### src/rtl/ddo_pkg.sv
// shared types, constants and tables of the odometry core
// no dependencies
package ddo_pkg;

    // configuration register indexes
    typedef enum logic [1:0] {
        CFG_LEFT_SCALE  = 2'd0,
        CFG_RIGHT_SCALE = 2'd1,
        CFG_HALF_TRACK  = 2'd2
    } t_cfg_index;

    localparam logic [23:0] RST_LEFT_SCALE  = 24'd655360;
    localparam logic [23:0] RST_RIGHT_SCALE = 24'd655360;
    localparam logic [23:0] RST_HALF_TRACK  = 24'd25600;

    // fixed-point constants
    localparam logic signed [33:0] CORDIC_GAIN     = 34'sd652032875;
    localparam logic signed [33:0] RAD_TO_BAM_HALF = 34'sd341782638;
    localparam logic signed [33:0] BAM_TO_INV_PI   = 34'sd683565276;
    localparam logic signed [33:0] SERIES_K        = 34'sd107802;

    // item payloads
    typedef struct packed {
        logic signed [31:0] left_angle;
        logic signed [31:0] right_angle;
    } t_odo_in;

    typedef struct packed {
        logic signed [31:0] x_position;
        logic signed [31:0] y_position;
        logic        [31:0] heading;
        logic               pose_saturated;
    } t_odo_out;

    // multiplier operand selection
    typedef enum logic [3:0] {
        MUL_NONE,
        MUL_L,
        MUL_R,
        MUL_H,
        MUL_HK,
        MUL_HKH,
        MUL_SB,
        MUL_LRF,
        MUL_CX,
        MUL_CY
    } t_mul_op;

    // controller states
    typedef enum logic [4:0] {
        S_IDLE,
        S_ML,
        S_MR,
        S_RD,
        S_MH,
        S_D1S,
        S_D1W,
        S_SEL,
        S_MK,
        S_MKH,
        S_FS,
        S_C1W,
        S_MSB,
        S_D2S,
        S_D2W,
        S_MC,
        S_CC,
        S_C2W,
        S_MX,
        S_MY,
        S_FIN
    } t_odo_state;

    // controller to datapath commands
    typedef struct packed {
        t_mul_op mul_op;
        logic    cap_in;
        logic    ld_l;
        logic    ld_r;
        logic    div_start;
        logic    div_for_f;
        logic    ld_h;
        logic    ld_f_small;
        logic    ld_f_div;
        logic    cor_start;
        logic    cor_dir;
        logic    ld_c;
        logic    ld_x;
        logic    commit;
    } t_odo_cmd;

    // datapath to controller status
    typedef struct packed {
        logic div_done;
        logic cor_done;
        logic small_turn;
        logic out_free;
    } t_odo_stat;

    // arctangent of 2^-i as a binary angle, 2^31 = pi
    function automatic logic [29:0] f_atan(input logic [4:0] idx);
        logic [29:0] v;
        unique case (idx)
            5'd0:  v = 30'd536870912;
            5'd1:  v = 30'd316933406;
            5'd2:  v = 30'd167458907;
            5'd3:  v = 30'd85004756;
            5'd4:  v = 30'd42667331;
            5'd5:  v = 30'd21354465;
            5'd6:  v = 30'd10679838;
            5'd7:  v = 30'd5340245;
            5'd8:  v = 30'd2670163;
            5'd9:  v = 30'd1335087;
            5'd10: v = 30'd667544;
            5'd11: v = 30'd333772;
            5'd12: v = 30'd166886;
            5'd13: v = 30'd83443;
            5'd14: v = 30'd41722;
            5'd15: v = 30'd20861;
            5'd16: v = 30'd10430;
            5'd17: v = 30'd5215;
            5'd18: v = 30'd2608;
            5'd19: v = 30'd1304;
            5'd20: v = 30'd652;
            5'd21: v = 30'd326;
            5'd22: v = 30'd163;
            5'd23: v = 30'd81;
            5'd24: v = 30'd41;
            5'd25: v = 30'd20;
            5'd26: v = 30'd10;
            5'd27: v = 30'd5;
            5'd28: v = 30'd3;
            5'd29: v = 30'd1;
            5'd30: v = 30'd1;
            5'd31: v = 30'd0;
        endcase
        return v;
    endfunction

endpackage

### src/rtl/ddo_ctrl.sv
// sequencer of the odometry update: one item at a time
// depends on ddo_pkg for states, commands and status
module ddo_ctrl (
    input  logic               i_clk,
    input  logic               i_rst_n,
    input  logic               i_in_valid,
    output logic               o_in_ready,
    input  ddo_pkg::t_odo_stat i_stat,
    output ddo_pkg::t_odo_cmd  o_cmd
);

    ddo_pkg::t_odo_state r_state;
    ddo_pkg::t_odo_state n_state;

    // state register
    always_ff @(posedge i_clk) begin
        if (!i_rst_n) begin
            r_state <= ddo_pkg::S_IDLE;
        end else begin
            r_state <= n_state;
        end
    end

    // next state
    always_comb begin
        n_state = r_state;
        unique case (r_state)
            ddo_pkg::S_IDLE: if (i_in_valid) n_state = ddo_pkg::S_ML;
            ddo_pkg::S_ML:   n_state = ddo_pkg::S_MR;
            ddo_pkg::S_MR:   n_state = ddo_pkg::S_RD;
            ddo_pkg::S_RD:   n_state = ddo_pkg::S_MH;
            ddo_pkg::S_MH:   n_state = ddo_pkg::S_D1S;
            ddo_pkg::S_D1S:  n_state = ddo_pkg::S_D1W;
            ddo_pkg::S_D1W:  if (i_stat.div_done) n_state = ddo_pkg::S_SEL;
            ddo_pkg::S_SEL:  n_state = i_stat.small_turn ? ddo_pkg::S_MK : ddo_pkg::S_C1W;
            ddo_pkg::S_MK:   n_state = ddo_pkg::S_MKH;
            ddo_pkg::S_MKH:  n_state = ddo_pkg::S_FS;
            ddo_pkg::S_FS:   n_state = ddo_pkg::S_MC;
            ddo_pkg::S_C1W:  if (i_stat.cor_done) n_state = ddo_pkg::S_MSB;
            ddo_pkg::S_MSB:  n_state = ddo_pkg::S_D2S;
            ddo_pkg::S_D2S:  n_state = ddo_pkg::S_D2W;
            ddo_pkg::S_D2W:  if (i_stat.div_done) n_state = ddo_pkg::S_MC;
            ddo_pkg::S_MC:   n_state = ddo_pkg::S_CC;
            ddo_pkg::S_CC:   n_state = ddo_pkg::S_C2W;
            ddo_pkg::S_C2W:  if (i_stat.cor_done) n_state = ddo_pkg::S_MX;
            ddo_pkg::S_MX:   n_state = ddo_pkg::S_MY;
            ddo_pkg::S_MY:   n_state = ddo_pkg::S_FIN;
            ddo_pkg::S_FIN:  if (i_stat.out_free) n_state = ddo_pkg::S_IDLE;
            default:         n_state = ddo_pkg::S_IDLE;
        endcase
    end

    // commands
    always_comb begin
        o_cmd        = '0;
        o_cmd.mul_op = ddo_pkg::MUL_NONE;
        o_in_ready   = 1'b0;
        unique case (r_state)
            ddo_pkg::S_IDLE: begin
                o_in_ready   = 1'b1;
                o_cmd.cap_in = i_in_valid;
            end
            ddo_pkg::S_ML:  o_cmd.mul_op = ddo_pkg::MUL_L;
            ddo_pkg::S_MR: begin
                o_cmd.ld_l   = 1'b1;
                o_cmd.mul_op = ddo_pkg::MUL_R;
            end
            ddo_pkg::S_RD:  o_cmd.ld_r = 1'b1;
            ddo_pkg::S_MH:  o_cmd.mul_op = ddo_pkg::MUL_H;
            ddo_pkg::S_D1S: o_cmd.div_start = 1'b1;
            ddo_pkg::S_D1W: o_cmd.ld_h = i_stat.div_done;
            ddo_pkg::S_SEL: o_cmd.cor_start = !i_stat.small_turn;
            ddo_pkg::S_MK:  o_cmd.mul_op = ddo_pkg::MUL_HK;
            ddo_pkg::S_MKH: o_cmd.mul_op = ddo_pkg::MUL_HKH;
            ddo_pkg::S_FS:  o_cmd.ld_f_small = 1'b1;
            ddo_pkg::S_C1W: ;
            ddo_pkg::S_MSB: o_cmd.mul_op = ddo_pkg::MUL_SB;
            ddo_pkg::S_D2S: begin
                o_cmd.div_start = 1'b1;
                o_cmd.div_for_f = 1'b1;
            end
            ddo_pkg::S_D2W: o_cmd.ld_f_div = i_stat.div_done;
            ddo_pkg::S_MC:  o_cmd.mul_op = ddo_pkg::MUL_LRF;
            ddo_pkg::S_CC: begin
                o_cmd.ld_c      = 1'b1;
                o_cmd.cor_start = 1'b1;
                o_cmd.cor_dir   = 1'b1;
            end
            ddo_pkg::S_C2W: ;
            ddo_pkg::S_MX:  o_cmd.mul_op = ddo_pkg::MUL_CX;
            ddo_pkg::S_MY: begin
                o_cmd.ld_x   = 1'b1;
                o_cmd.mul_op = ddo_pkg::MUL_CY;
            end
            ddo_pkg::S_FIN: o_cmd.commit = i_stat.out_free;
            default: ;
        endcase
    end

endmodule

### config.mk
export PLATFORM = sky130hd
export DESIGN_NAME = ddo_ctrl
export DESIGN_NICKNAME = d
export VERILOG_FILES = /design/src/rtl/ddo_pkg.sv /design/src/rtl/ddo_ctrl.sv
export SDC_FILE = /design/constraint.sdc
export NUM_CORES = 1
export LEC_CHECK = 0
export BUFFER_PORTS_ARGS = -buffer_cell sky130_fd_sc_hd__buf_2
export CORE_MARGIN = 3
export CORE_UTILIZATION = 30
export DETAILED_ROUTE_END_ITERATION = 8
export PLACE_DENSITY = 0.51
export RECOVER_POWER = 25
export SYNTH_ARGS = -nofsm -noshare
export SYNTH_HDL_FRONTEND = slang
export SYNTH_SLANG_ARGS = --single-unit
### constraint.sdc
create_clock -name i_clk -period 2.3 [get_ports i_clk]
set_input_delay 0.115 -clock i_clk [delete_from_list [all_inputs] [get_ports i_clk]]
set_output_delay 0.115 -clock i_clk [all_outputs]
set_load 0.05 [all_outputs]
==> out/metrics.csv <==
metric,value,unit
detail-route-antenna-nets,0,
stdcell_area,767,um2
synth_compound_area_share,26.2,%
nets,117,
synth_largest_area_cell,dfxtp_1,
die_y,51.3,um
reg2reg_from,r_state[4],
cp.required,2.18,ns
synth-warning-count,0,
synthXorXnorAreaFrac,2.84,%
firstDrtPassIters,4,
fin_setup_tns,0,ns
yosysTopAreaCellShare,16.2,%
syn_avg_cell_area,6.93,um2
largest_register_ffs,5,
p_leak,0.323,nW
arrival,1.95,ns
fillers,222,
yosysMostFrequentCell,nor2_1,
cts_tree,done,
core,0.00184,mm2
finalSetupViolCount,0,
vdd_ir_drop_max,0.256,mV
synth-seq-cells,5,
outcome,completed,
areaGrowthSynthToFinish,24.3,%
portBuffers,24,
start_util,33.5,%
synth_area_leaders,"dfxtp_1, nor2_1, nand2b_1, nor3_1, a2111oi_4",
drv_cap,0,
postSynthCellCount,89,
drt-total-wl,1760,um
vias_per_cell,5.19,
reg_top3,r_state x5,
clk_latency,0.25,ns
yosysUniqueCellTypes,38,
largest_register,r_state,
min_to,r_state[0],
hold_depth,2,
multi_input_area,467,um2
reg2reg_setup_slack,0.39,ns
final-seq-area,100,um2
clk_pin_slew,0.05,ns
tightest_slew,0.747,ns
post_cts_buffers,0,
antenna_found_initial,0,
timing.final.crit_share,89.9,%
worst-path-max-fanout,22,
synth_edf_count,0,
track_usage,14.8,%
cts_num_sinks,5,
yosys-top-cells-count,"nor2_1, nor3_1",
final_hold_viol_count,0,
power.total,0.525,mW
path_class,reg2out,
remaining_drc_errors,0,
hp-start,i_rst_n,
rsz0062_at_grt,false,
synthMuxAreaShare,0,%
antenna_cells,0,
synth_fa_ha_area_share,0,%
worstSetupEndpointType,output port,
grt_pass1_wl,2930,um
clockBufferDepth,2,
dp_hpwl,1290,um
cts_root_buffer,clkbuf_4,
netlist_area,617,um2
grt_pass1_vias,667,
io_pins,25,
grt_max_degree,23,
dpl-instance-area,746,um2
skew,0.00692,ns
overflow,0,
critPathLaunchType,flip-flop,
seq_area_frac_synth,16.2,%
r2r_cells,4,
die_x,51.3,um
r2r-end,r_state[1],
min_period,2.07,ns
die_area,0.00264,mm2
fp-row-count,15,
numCtsBuffers,3,
ctsHoldBuffers,0,
slew_headroom,50.1,%
final-max-slew-violation-count,0,
yosys.area_share.simple,44.6,%
post_drt_wl_per_cell,13.1,um
cts-resized-gates,0,
drive_gt1_share,32.1,%
power_density,685,mW/mm2
drtIter0Drc,13,
hp-class,in2reg,
finalWeightedCongestion,0.759,
htree_levels,1,
hold_ws,0.140,ns
max_freq,483,MHz
synth_nets,96,
ys_async_sr_fraction,0,%
via_count,696,
synth_top_family_by_area,simple AND/OR/NAND/NOR gates,
dominantRegCellSynth,dfxtp_1,
-- metal layers --
layer	track usage [%]	part of all wire (%)
met1	16.9	46
met2	25.3	47
met3	4.08	5.7
met4	6.55	0.91
met5	0	0
-- critical path, cell delays in order (launching register included) --
cell	delay (ns)
dfxtp_1	0.80
nor3b_1	0.43
a22oi_1	0.11
nor2_1	0.10
buf_2	0.27
-- worst max path at each step --
stage / from / endpoint / slack, ns / cells past startpoint
6_report: r_state[2] / o_cmd[4] / 0.23 / 4
5_1_grt: r_state[1] / o_cmd[13] / 0.06 / 4
3_3_place_gp: r_state[2] / o_cmd[4] / 0.48 / 4
2_1_floorplan: r_state[2] / o_cmd[13] / 0.02 / 5
3_5_place_dp: r_state[2] / o_cmd[4] / 0.48 / 4
4_1_cts: r_state[2] / o_cmd[4] / 0.21 / 4
-- logic make-up after synthesis --
logic type             after synthesis
AO/OA/AOI/OAI                       20
buffers and inverters               13
AND/OR/NAND/NOR                     49
flip-flops                           5
XOR/XNOR                             2
-- layout by cell type, fill, tap and decap left out, drive strengths merged, types with 2 or more instances in the layout --
cell type / Yosys / layout
or3b: 2 / 2
nand3b: 2 / 2
nor4b: 2 / 2
o21ai: 2 / 2
buf: 7 / 24
nor3: 7 / 7
nor2: 13 / 13
clkbuf: 2 / 4
inv: 4 / 4
nor2b: 3 / 3
a211oi: 2 / 2
or2: 3 / 3
dfxtp: 5 / 5
o22ai: 2 / 2
nand2b: 5 / 5
nand2: 5 / 5
and2: 3 / 3
a21oi: 4 / 4
-- where the power goes --
part | switching (mW) | leakage [nW] | internal (mW) | total [mW]
registers | 0.0581 | 0.0409 | 0.0977 | 0.156
clock network | 0.0389 | 0.0177 | 0.0631 | 0.102
logic | 0.182 | 0.264 | 0.0860 | 0.268
-- final cells by class --
cell class	instances	area share [%]
timing repair buffer	25	16.5
clock inverter	1	0.653
sequential	5	13.1
inverter	4	1.96
multi-input combinational	71	60.8
tap	25	4.08
clock buffer	3	2.94
-- stage by stage --
stage	std cells	setup WS (ns)	utilization [%]
finish	134	0.232	41.7
global route	134	0.0646	41.7
CTS	134	0.210	42.0
detailed placement	130	0.483	40.5
global placement	130	0.482	40.5
floorplan	89	0.0168	-
Power figures use the tool's default switching activity.
